===== src/hdl/wris_pkg.sv =====
// shared types and constants for the weighted random index sampler
package wris_pkg;

  localparam int NumSlots   = 16;
  localparam int SlotBits   = 4;
  localparam int WeightBits = 16;
  localparam int CountBits  = 5;
  localparam int SumBits    = 20;
  localparam int RotA       = 24;
  localparam int ShiftB     = 16;
  localparam int RotC       = 37;
  localparam logic [30:0] Scale = 31'h7fffffff;

  localparam logic [1:0] OpWrite  = 2'd0;
  localparam logic [1:0] OpDraw   = 2'd1;
  localparam logic [1:0] OpReseed = 2'd2;

  localparam logic [1:0] StatOk        = 2'd0;
  localparam logic [1:0] StatZeroSum   = 2'd1;
  localparam logic [1:0] StatZeroCount = 2'd2;

  // commands from controller to datapath
  typedef struct packed {
    logic write_weight;
    logic reseed;
    logic advance;
    logic mod_start;    // load 64-bit remainder loop (64 steps)
    logic mod_step;
    logic r_load;       // fold word mod 2^31-1 into r
    logic sum_clear;
    logic sum_step;     // add weight at walk pointer
    logic thr_start;    // start threshold division
    logic thr_step;
    logic walk_step;    // compare r with threshold, move pointer
    logic ptr_clear;
    logic load_out;
  } wris_cmd_t;

  // status from datapath to controller
  typedef struct packed {
    logic mod_done;
    logic thr_done;
    logic sum_zero;
    logic ptr_last;     // pointer at count-1
    logic hit;          // r below threshold
  } wris_stat_t;

endpackage


===== src/hdl/wris_datapath.sv =====
// generator, weight table, remainder and threshold units, walk registers
module wris_datapath (
  input  logic                         clk_i,
  input  wris_pkg::wris_cmd_t          cmd_i,
  output wris_pkg::wris_stat_t         stat_o,
  input  logic                         rst_ni,
  input  logic [63:0]                  seed_a_i,
  input  logic [63:0]                  seed_b_i,
  input  logic [wris_pkg::SlotBits-1:0]   weight_index_i,
  input  logic [wris_pkg::WeightBits-1:0] weight_value_i,
  input  logic [wris_pkg::CountBits-1:0]  choice_count_i,
  input  logic                         weighted_mode_i,
  output logic [wris_pkg::SlotBits-1:0] chosen_index_o,
  output logic [63:0]                  random_word_o,
  output logic [1:0]                   status_o
);
  import wris_pkg::*;

  logic [63:0] gen_a_q, gen_b_q, word_q;
  logic [WeightBits-1:0] table_q [NumSlots];
  logic [CountBits-1:0] count_q;
  logic mode_q;
  logic [SumBits-1:0] sum_q;
  logic [SlotBits-1:0] ptr_q;
  // shared restoring division: rem over a 64-bit dividend, one bit a step
  logic [63:0] dvd_q;
  logic [31:0] rem_q;
  logic [31:0] div_q;
  logic [63:0] quo_q;
  logic [6:0] cnt_q;
  logic [30:0] r_q;
  logic [63:0] b_x;
  logic [32:0] trial;
  logic [SlotBits-1:0] cnt_m1;
  // word mod 2^31-1 by folding 31-bit chunks, since 2^31 is 1 modulo it
  logic [32:0] fold_s1;
  logic [31:0] fold_s2;
  logic [30:0] r_fold;

  assign b_x = gen_b_q ^ gen_a_q;
  assign trial = {rem_q, dvd_q[63]} - {1'b0, div_q};
  assign cnt_m1 = SlotBits'(count_q - CountBits'(1));

  assign fold_s1 = {2'b0, word_q[30:0]} + {2'b0, word_q[61:31]} + {31'd0, word_q[63:62]};
  assign fold_s2 = {1'b0, fold_s1[30:0]} + {30'd0, fold_s1[32:31]};
  assign r_fold  = (fold_s2 >= {1'b0, Scale}) ? 31'(fold_s2 - {1'b0, Scale})
                                              : fold_s2[30:0];

  // generator state
  always_ff @(posedge clk_i or negedge rst_ni) begin
    if (!rst_ni) begin
      gen_a_q <= 64'd1;
      gen_b_q <= 64'd0;
    end else if (cmd_i.reseed) begin
      gen_a_q <= seed_a_i;
      gen_b_q <= seed_b_i;
    end else if (cmd_i.advance) begin
      gen_a_q <= {gen_a_q[63-RotA:0], gen_a_q[63:64-RotA]} ^ b_x ^ (b_x << ShiftB);
      gen_b_q <= {b_x[63-RotC:0], b_x[63:64-RotC]};
    end
  end

  // weight table, undefined until written
  always_ff @(posedge clk_i) begin
    if (cmd_i.write_weight) table_q[weight_index_i] <= weight_value_i;
  end

  // draw registers and walk
  always_ff @(posedge clk_i) begin
    if (cmd_i.advance) begin
      word_q  <= gen_a_q + gen_b_q;
      count_q <= (choice_count_i > CountBits'(NumSlots)) ? CountBits'(NumSlots)
                                                         : choice_count_i;
      mode_q  <= weighted_mode_i;
    end
    if (cmd_i.ptr_clear) ptr_q <= '0;
    if (cmd_i.sum_clear) sum_q <= '0;
    if (cmd_i.sum_step) begin
      sum_q <= sum_q + SumBits'(table_q[ptr_q]);
      ptr_q <= ptr_q + SlotBits'(1);
    end
    if (cmd_i.mod_start) begin
      dvd_q <= word_q;
      rem_q <= '0;
      div_q <= 32'(count_q);
      cnt_q <= '0;
    end else if (cmd_i.thr_start) begin
      dvd_q <= {17'd0, table_q[ptr_q], 31'd0} - {48'd0, table_q[ptr_q]};
      rem_q <= '0;
      div_q <= 32'(sum_q);
      cnt_q <= '0;
    end else if (cmd_i.mod_step || cmd_i.thr_step) begin
      dvd_q <= {dvd_q[62:0], 1'b0};
      quo_q <= {quo_q[62:0], ~trial[32]};
      rem_q <= trial[32] ? {rem_q[30:0], dvd_q[63]} : trial[31:0];
      cnt_q <= cnt_q + 7'd1;
    end
    if (cmd_i.r_load) r_q <= r_fold;
    if (cmd_i.walk_step && !stat_o.hit && !stat_o.ptr_last) begin
      r_q   <= r_q - quo_q[30:0];
      ptr_q <= ptr_q + SlotBits'(1);
    end
    if (cmd_i.load_out) begin
      random_word_o <= word_q;
      if (count_q == '0) begin
        status_o <= StatZeroCount; chosen_index_o <= '0;
      end else if (!mode_q) begin
        status_o <= StatOk; chosen_index_o <= rem_q[SlotBits-1:0];
      end else if (sum_q == '0) begin
        status_o <= StatZeroSum; chosen_index_o <= '0;
      end else begin
        status_o <= StatOk; chosen_index_o <= ptr_q;
      end
    end
  end

  assign stat_o.mod_done = (cnt_q == 7'd64);
  assign stat_o.thr_done = (cnt_q == 7'd64);
  assign stat_o.sum_zero = (sum_q == '0);
  assign stat_o.ptr_last = (ptr_q == cnt_m1);
  assign stat_o.hit      = ({1'b0, r_q} < quo_q[31:0]);
endmodule


===== src/hdl/wris_ctrl.sv =====
// sequencer for one item: write, reseed, or draw with modulo and walk
module wris_ctrl (
  input  logic                 clk_i,
  input  logic                 rst_ni,
  input  logic                 in_valid_i,
  output logic                 in_ready_o,
  input  logic [1:0]           op_i,
  input  logic [wris_pkg::CountBits-1:0] choice_count_i,
  input  logic                 weighted_mode_i,
  output logic                 out_valid_o,
  input  logic                 out_ready_i,
  output wris_pkg::wris_cmd_t  cmd_o,
  input  wris_pkg::wris_stat_t stat_i
);
  import wris_pkg::*;

  typedef enum logic [3:0] {
    S_IDLE, S_SUM, S_SUMCHK, S_MODLD, S_MOD, S_THRLD, S_THR, S_WALK, S_OUT
  } state_e;

  state_e state_q;
  logic   weighted_q;
  logic   accept;
  logic [CountBits-1:0] sum_cnt_q;

  assign accept     = in_valid_i && in_ready_o;
  assign in_ready_o = (state_q == S_IDLE) && !out_valid_o;

  // command decode
  always_comb begin
    cmd_o = '0;
    cmd_o.write_weight = accept && op_i == OpWrite;
    cmd_o.reseed       = accept && op_i == OpReseed;
    cmd_o.advance      = accept && op_i == OpDraw;
    cmd_o.sum_clear    = accept && op_i == OpDraw;
    cmd_o.ptr_clear    = (accept && op_i == OpDraw) || state_q == S_SUMCHK;
    cmd_o.sum_step     = state_q == S_SUM && sum_cnt_q != '0;
    cmd_o.mod_start    = state_q == S_MODLD && !weighted_q;
    cmd_o.r_load       = state_q == S_MODLD && weighted_q;
    cmd_o.mod_step     = state_q == S_MOD && !stat_i.mod_done;
    cmd_o.thr_start    = state_q == S_THRLD;
    cmd_o.thr_step     = state_q == S_THR && !stat_i.thr_done;
    cmd_o.walk_step    = state_q == S_WALK;
    cmd_o.load_out     = state_q == S_OUT;
  end

  // state and registered outputs
  always_ff @(posedge clk_i or negedge rst_ni) begin
    if (!rst_ni) begin
      state_q     <= S_IDLE;
      out_valid_o <= 1'b0;
      weighted_q  <= 1'b0;
      sum_cnt_q   <= '0;
    end else begin
      if (out_valid_o && out_ready_i) out_valid_o <= 1'b0;
      case (state_q)
        S_IDLE: begin
          if (accept && op_i == OpDraw) begin
            weighted_q <= weighted_mode_i;
            sum_cnt_q  <= (choice_count_i > CountBits'(NumSlots)) ?
                          CountBits'(NumSlots) : choice_count_i;
            state_q    <= (choice_count_i == '0) ? S_OUT :
                          (weighted_mode_i ? S_SUM : S_MODLD);
          end
        end
        S_SUM: begin
          if (sum_cnt_q == '0) state_q <= S_SUMCHK;
          else sum_cnt_q <= sum_cnt_q - CountBits'(1);
        end
        S_SUMCHK: state_q <= stat_i.sum_zero ? S_OUT : S_MODLD;
        S_MODLD:  state_q <= weighted_q ? S_THRLD : S_MOD;
        S_MOD:    if (stat_i.mod_done) state_q <= S_OUT;
        S_THRLD:  state_q <= S_THR;
        S_THR:    if (stat_i.thr_done) state_q <= S_WALK;
        S_WALK:   state_q <= (stat_i.hit || stat_i.ptr_last) ? S_OUT : S_THRLD;
        S_OUT: begin
          out_valid_o <= 1'b1;
          state_q     <= S_IDLE;
        end
        default:  state_q <= S_IDLE;
      endcase
    end
  end
endmodule


===== src/hdl/weighted_random_index_sampler.sv =====
// top level: xoroshiro128+ driven uniform or weighted index sampler
// a write or reseed acts when taken; a uniform draw runs a remainder division;
// a weighted draw sums n weights, then divides and walks per slot up to pick k
// the shared bit-serial divider (64 steps per division) sets the rate
// one item at a time; the next item is taken once the result beat has left
// rst_ni clears the generator to (1, 0), seeds to (1, 0), and all control
module weighted_random_index_sampler (
  input  logic        clk_i,
  input  logic        rst_ni,
  input  logic        cfg_we_i,
  input  logic        cfg_index_i,
  input  logic [63:0] cfg_data_i,
  input  logic        in_valid_i,
  output logic        in_ready_o,
  input  logic [1:0]  op_i,
  input  logic [3:0]  weight_index_i,
  input  logic [15:0] weight_value_i,
  input  logic [4:0]  choice_count_i,
  input  logic        weighted_mode_i,
  output logic        out_valid_o,
  input  logic        out_ready_i,
  output logic [3:0]  chosen_index_o,
  output logic [63:0] random_word_o,
  output logic [1:0]  status_o
);
  import wris_pkg::*;

  logic [63:0] seed_a_q, seed_b_q;
  wris_cmd_t  cmd;
  wris_stat_t stat;

  // seed registers
  always_ff @(posedge clk_i or negedge rst_ni) begin
    if (!rst_ni) begin
      seed_a_q <= 64'd1;
      seed_b_q <= 64'd0;
    end else if (cfg_we_i) begin
      if (cfg_index_i) seed_b_q <= cfg_data_i;
      else seed_a_q <= cfg_data_i;
    end
  end

  wris_ctrl u_ctrl (
    .clk_i, .rst_ni, .in_valid_i, .in_ready_o, .op_i, .choice_count_i,
    .weighted_mode_i, .out_valid_o, .out_ready_i, .cmd_o(cmd), .stat_i(stat)
  );

  wris_datapath u_dp (
    .clk_i, .rst_ni, .cmd_i(cmd), .stat_o(stat), .seed_a_i(seed_a_q),
    .seed_b_i(seed_b_q), .weight_index_i, .weight_value_i, .choice_count_i,
    .weighted_mode_i, .chosen_index_o, .random_word_o, .status_o
  );
endmodule


===== config.mk =====
export PLATFORM = sky130hd
export DESIGN_NAME = weighted_random_index_sampler
export DESIGN_NICKNAME = d
export VERILOG_FILES = /design/src/hdl/wris_pkg.sv /design/src/hdl/wris_datapath.sv /design/src/hdl/wris_ctrl.sv /design/src/hdl/weighted_random_index_sampler.sv
export SDC_FILE = /design/constraint.sdc
export NUM_CORES = 2
export LEC_CHECK = 0
export BUFFER_PORTS_ARGS = -buffer_cell sky130_fd_sc_hd__buf_2
export CELL_PAD_IN_SITES_DETAIL_PLACEMENT = 1
export CELL_PAD_IN_SITES_GLOBAL_PLACEMENT = 1
export CORE_ASPECT_RATIO = 1.2
export CORE_MARGIN = 4
export CORE_UTILIZATION = 40
export DETAILED_ROUTE_END_ITERATION = 8
export PLACE_DENSITY_LB_ADDON = 0.1
export SETUP_SLACK_MARGIN = 0.5
export SLEW_MARGIN = 15
export SYNTH_ARGS = -nofsm -noshare
export SYNTH_HDL_FRONTEND = slang
export SYNTH_HIERARCHICAL = 1
export SYNTH_SLANG_ARGS = --single-unit

===== constraint.sdc =====
create_clock -name clk_i -period 16 [get_ports clk_i]
set_input_delay 3.2 -clock clk_i [delete_from_list [all_inputs] [get_ports clk_i]]
set_output_delay 3.2 -clock clk_i [all_outputs]
set_load 0.01 [all_outputs]

Yosys cells after proc, flatten, opt, wreduce, memory -nomap -nowiden

Memories as Yosys holds them, arrays and structs flattened. A register that Yosys moved wholly into a read port is not among the register bits.
Cells that the tools add are included.

$lt $le $gt $ge: 3
Bitwise gates (word level): 8
Equality and inequality tests: 17
Add/subtract/negate cells: 13
Reductions and logical operators: 44
Muxes and demuxes: 41

Operator list:

| cell                   | number |
|---|---|
| $mux 64                | 7 |
| $xor 64x64->64         | 3 |
| $mux 31                | 3 |
| $add 64x64->64         | 1 |
| $mux 4                 | 13 |
| $sub 47x16->48         | 1 |
| $mux 20                | 2 |
| $add 33x2->33          | 1 |
| $sub 33x20->33         | 1 |
| $add 31x2->32          | 1 |
| $add 31x31->32         | 1 |
| $ge 32x31->1 const B   | 1 |
| $lt 31x32->1           | 1 |
| $mux 32                | 1 |
| $pmux 4 s8             | 1 |
| $sub 31x31->31         | 1 |
| $sub 31x31->31 const B | 1 |
| $mux 5                 | 5 |
| $add 20x16->20         | 1 |
| $logic_not 20->1       | 1 |
| $eq 4x3->1 const B     | 4 |
| $logic_not 5->1        | 3 |
| $logic_and 1x1->1      | 13 |
| $reduce_bool 2->1      | 6 |
| 28 further kinds       | 53 |

Logic and storage cells: 151
Input bits: 98
Memories kept: 1
Flip-flop bits (word level): 617
Memory bits (writable): 256
Output and inout bits: 72

Memories:

| memory       | depth | width | rd ports | clocked after Yosys merged registers in | write ports | line                | RTL |
|---|---|---|---|---|---|---|---|
| u_dp.table_q | 16    | 16    | 1        | 1                                       | 1           | wris_datapath.sv:20 | `logic [WeightBits-1:0] table_q [NumSlots];` |

Longest topological paths before layout

Word-level depth: 9
Gate-level depth with buffers: 31
Mapped depth without buffers: 30

Cells and area by module

The synthesis kept the hierarchy.

Modules (own cells, without submodules):

| module                        | area an instance (sq um) | cells an instance | times used | sequential area each (sq um) |
|---|---|---|---|---|
| wris_datapath                 | 40717.8                  | 3586              | 1          | 20941.3 |
| weighted_random_index_sampler | 5132.4                   | 271               | 1          | 3204.3 |
| wris_ctrl                     | 887.1                    | 99                | 1          | 275.3 |

Worst setup path before layout

Ideal clock, no wire load.

Path type: reg2reg
From: reg u_ctrl.state_q[3]
To: reg u_dp/chosen_index_o[0] in the netlist's numbering (enable)
Slack: 7947 ps
Setup time: 674 ps
Path buffers: 1
Required time: 15326 ps
Period minus slack after synthesis: 8053 ps
Cell stages (with the launch flop): 4
Data arrival time: 7379 ps
Path through: dfrtp_1 buf_6 inv_1 nor4_1

RTL lines:

| item                   | line                 | RTL |
|---|---|---|
| from (decl)            | wris_ctrl.sv:21      | `state_e state_q;` |
| from (signal assigned) | wris_ctrl.sv:62      | `state_q <= (choice_count_i == '0) ? S_OUT :` |
| from (signal assigned) | wris_ctrl.sv:70      | `S_SUMCHK: state_q <= stat_i.sum_zero ? S_OUT : S_MODLD;` |
| from (signal assigned) | wris_ctrl.sv:71      | `S_MODLD: state_q <= weighted_q ? S_THRLD : S_MOD;` |
| to (signal assigned)   | wris_datapath.sv:108 | `status_o <= StatOk; chosen_index_o <= rem_q[SlotBits-1:0];` |
| to (signal assigned)   | wris_datapath.sv:112 | `status_o <= StatOk; chosen_index_o <= ptr_q;` |
| to (decl)              | wris_datapath.sv:13  | `output logic [wris_pkg::SlotBits-1:0] chosen_index_o,` |

Worst setup path in the final report

From: reg u_dp.word_q[32]
To: reg u_dp.r_q[2], data pin

Longest elaborated chain between the ends: 7
Elaborated cells between the ends (all ways): 8
Classes of those cells: 4 x add/sub; 1 x order compare; 3 x mux

Ends and longest elaborated chain:

| item                                           | line                 | RTL |
|---|---|---|
| from (decl)                                    | wris_datapath.sv:19  | `logic [63:0] gen_a_q, gen_b_q, word_q;` |
| from (signal assigned)                         | wris_datapath.sv:71  | `word_q <= gen_a_q + gen_b_q;` |
| $add 31x31->32 *                               | wris_datapath.sv:44  | `assign fold_s1 = {2'b0, word_q[30:0]} + {2'b0, word_q[61:31]} + {31'd0, word_q[63:62]};` |
| $add 33x2->33 *                                | wris_datapath.sv:44  |  |
| $add 31x2->32 *                                | wris_datapath.sv:45  | `assign fold_s2 = {1'b0, fold_s1[30:0]} + {30'd0, fold_s1[32:31]};` |
| $sub 31x31->31 or $ge 32x31->1 (tied branches) | wris_datapath.sv:46  | `assign r_fold = (fold_s2 >= {1'b0, Scale}) ? 31'(fold_s2 - {1'b0, Scale})` |
| $mux 31 *                                      | wris_datapath.sv:46  |  |
| $mux 31 *                                      | wris_datapath.sv:98  | `if (cmd_i.r_load) r_q <= r_fold;` |
| $mux 31 *                                      | wris_datapath.sv:99  | `if (cmd_i.walk_step && !stat_o.hit && !stat_o.ptr_last) begin` |
| to (signal assigned)                           | wris_datapath.sv:98  |  |
| to (signal assigned)                           | wris_datapath.sv:100 | `r_q <= r_q - quo_q[30:0];` |
| to (decl)                                      | wris_datapath.sv:31  | `logic [30:0] r_q;` |

Mark *: on every way between the ends. The rest lies on a longest branch, timed or not. The select of a mux whose other input is x is not followed.
A chain may end at the register's enable or synchronous reset.

==> summary.md <==
| Metric | Value |
|---|---|
| Number of cells on the worst reg-to-reg path | 31 |
| Commonest cells after routing, fill and taps aside | 552 x edfxtp_1, 315 x nand2_1, 274 x o21ai_0, 265 x dfrtp_1, 226 x xnor2_1 |
| Number of distinct standard cells referenced by the synthesized netlist | 112 |
| Number of search-and-repair iterations in the first detailed-routing pass | 5 |
| CP Class | register to register |
| Cells taking the most area after synthesis | edfxtp_1 35%, dfrtp_1 14%, ha_1 5.3% |
| ANT nets after route | 0 |
| Fin cells | 5662 |
| Clock transition at the registers of the reported paths | 0.06 ns |
| Unrepaired setup endpoints after global routing | no |
| Number of setup violations in the final report | 0 |
| Filler Cell Count | 12280 |
| FF/Latch Area | 0.02443 mm² |
| Fin crit period | 7.786 ns |
| Full die area | 0.1224 mm² |
| Final Max Slew Viols | 0 |
| Number of warnings printed during yosys synthesis | 6 |
| Aggregate negative setup slack | 0 ns |
| Maxcap violations | 0 |
| I/O pin count | 170 |
| Number of nets in the final layout | 4360 |
| Root buffer selected by CTS | clkbuf_16 |
| Launching instance or port of the critical path | u_dp/word_q[32] |
| Worst voltage drop across the vdd grid | 0.07151 mV |
| Critical path destination | u_dp/r_q[2] |
| Number of flip-flops and latches in the synthesized netlist | 877 |
| Sum of net half-perimeters after detailed placement | 102500 µm |
| Place WS | between 8 and 9 ns |
| First-pass GRT wire length | 214000 µm |
| Fraction of synthesis flops using an asynchronous set or reset pin | slightly above 30% |
| Area of combinational cells with multiple inputs | 0.02060 mm² |
| DRC Markers | 0 |
| Sort of element at the start of the critical path | register |
| Average via count per standard cell | ~5.6 |
| Final hold violation count | 0 |
| Wire length reported by the detailed router | around 140000 µm |
| Min-delay worst type | register to register |
| CP Data Required Time | between 15 and 20 ns |
| CP max stage delay | between 0.6 and 0.7 ns |
| Fraction of post-synthesis cell area in the top cell type by area | 35.47% |
| Die W | 320.0 µm |
| Result of the run | finished, final reports clean |
| Post-Place Cell Area | just under 0.05 mm² |
| Tcrit/Tclk final | 48.66% |
| Number of cells after detailed placement | roughly 5500 |
| Setup fix buffers added after clock tree synthesis | 0 |
| Number of vias in the routed layout | 31600 |
| Total standard cell area after synthesis | 0.04674 mm² |
| Element type at the critical path end | register |
| Post-synthesis cell count | 3956 |
| Antenna violations before repair | 12 |
| Transition at the pin with the smallest max-transition slack | ~1.1 ns |
| Global-route total usage across every layer | 23.04% |
| Leading cell type in the layout, fill and taps excluded | edfxtp_1 |
| Clk_lat worst skew | 0.72 ns |
| Hold path startpoint | u_dp/quo_q[19] |
| Wirelength per Cell | 25.16 µm |
| Clock skew | around 0.032 ns |
| Clock tree from TritonCTS | built |
| Setup slack after layout | 8.214 ns |
| Ys flop type | edfxtp_1 |
| Capturing point of the worst reg2reg path | u_dp/r_q[2] |
| Starting Density | 40.21% |
| Vias in the first global route | 33020 |
| Worst flop-to-flop path startpoint | u_dp/word_q[32] |
| H-tree lvl count | 3 |
| Clock buffer count from CTS | 96 |
| Die Ht | 382.5 µm |
| Fin Hold WS | 0.4513 ns |
| Fraction of final layout cells with drive strength greater than 1 | between 10% and 20% |
| Standard cell core area | 0.1162 mm² |
| # hold bufs at CTS | 0 |
| Layout Utilization | 44.91% |
| Number of enable-type register cells in the synthesized netlist | 552 |
| Overall power of the completed layout | approximately 5 mW |
| Cell leakage power | slightly above 20 nW |
| Synth-to-layout area growth | 11.67% |
| 1st-iter DRT viols | 2184 |
| Critical Path Fanout Max | 11 |
| Finished Cell Area | 0.05219 mm² |
| Number of gates given a new drive strength after cts | 0 |
| Power per cell area | 94.78 mW/mm² |
| Mean instance size in the synthesized netlist | 11.81 µm² |
| Sequential fraction of the synthesis area | around 52% |
| Clock sink total | around 900 |
| CTS max path bufs | 3 |
| Mapped Nets | 4261 |
| Fmax | about 130 MHz |
| Arrival @ worst endpoint | 8.36 ns |
| Worst slew margin relative to its limit | 24.59% |
| Flop2flop setup slack | 8.21 ns |
| Cell Rows | 137 |
| IO Port Bufs | 169 |
| Leading area contributor after synthesis | edfxtp_1 |
| Largest net degree at the start of global routing | 209 |
| GRT overflow | 0 |
| Final RePlAce weighted congestion | 0.8812 |
| CP max stage cell | or4b_2 |
## cell type report
cell class              count  share of cell area (%)
flip-flops and latches    877                   46.80
well taps                1529                   3.666
diodes                      1                0.004795
clock inverters            45                   1.251
clock buffers             130                   5.097
multi-input cells        2677                   39.48
repair buffers            215                   2.325
inverters                 188                   1.378
## registers in the layout, indices dropped and copies added (netlist names), 2 cells and up, named ones only
name and cells:
u_dp/quo_q 32, u_ctrl/state_q 4, u_dp/gen_b_q 64, u_dp/count_q 5, u_dp/random_word_o 64, u_dp/table_q 256, u_dp/ptr_q 4, u_dp/sum_q 20
u_dp/status_o 2, u_ctrl/sum_cnt_q 5, u_dp/gen_a_q 64, u_dp/word_q 64, seed_a_q 64, u_dp/div_q 20, seed_b_q 64, u_dp/r_q 31
u_dp/cnt_q 7, u_dp/chosen_index_o 4, u_dp/rem_q 32, u_dp/dvd_q 64
## worst max-delay path, delay by kind of cell (launching register included)
| kind | cells | cell delay [ns] |
|---|---|---|
| and+or+nand+nor | 12 | 3.02 |
| AOI/OAI and AO/OA | 9 | 2.00 |
| adders and majority gates | 5 | 1.47 |
| buffers and inverters | 4 | 0.43 |
| DFF | 1 | 0.42 |
| xor gates and xnor gates | 1 | 0.29 |
## where the power goes
| part | switching [mW] | internal [mW] |
|---|---|---|
| registers | 0.0288 | 2.45 |
| clock network | 0.974 | 1.37 |
| logic | 0.0635 | 0.0667 |
## cells in the mapped netlist, drive strengths merged (27+ instances only)
library cell,n
a211oi,81
a21o,77
a21oi,198
buf,54
clkbuf,160
dfrtp,265
dfxtp,58
edfxtp,552
ha,199
inv,186
mux2,135
mux2i,120
mux4,80
nand2,317
nand2b,35
nand3,50
nand4,28
nor2,205
nor2b,91
nor3,59
o211ai,27
o21ai,277
o22ai,27
or3,31
xnor2,226
xor2,73
## cell families after synthesis
| kind of cell | count (synthesis) | synth area share, % |
|---|---|---|
| and+or+nand+nor | 945 | 10.15 |
| buffers and inverters | 402 | 3.831 |
| AOI/OAI and AO/OA | 891 | 12.16 |
| adders and majority gates | 207 | 5.670 |
| xor gates and xnor gates | 299 | 5.603 |
| DFF | 877 | 52.25 |
| muxes | 335 | 10.33 |
## how the worst min path moves through the flow
stage	end	slack [ns]	cells past startpoint
2_1_floorplan	u_dp/quo_q[10]	0.43	0
3_3_place_gp	u_dp/quo_q[19]	0.43	0
3_5_place_dp	u_dp/quo_q[19]	0.44	0
4_1_cts	u_dp/quo_q[4]	0.45	0
5_1_grt	u_dp/quo_q[20]	0.46	0
6_report	u_dp/quo_q[20]	0.45	0
## routing by layer
metal	GRT usage [%]	share of wire, %	up-vias
met3	2.660	3.6	164
met1	31.56	45	16120
li1	-	-	14750
met4	6.106	2.2	2
met5	0	0.0091	-
met2	38.98	49	565
Note: power is estimated with default switching activity, not from simulation.
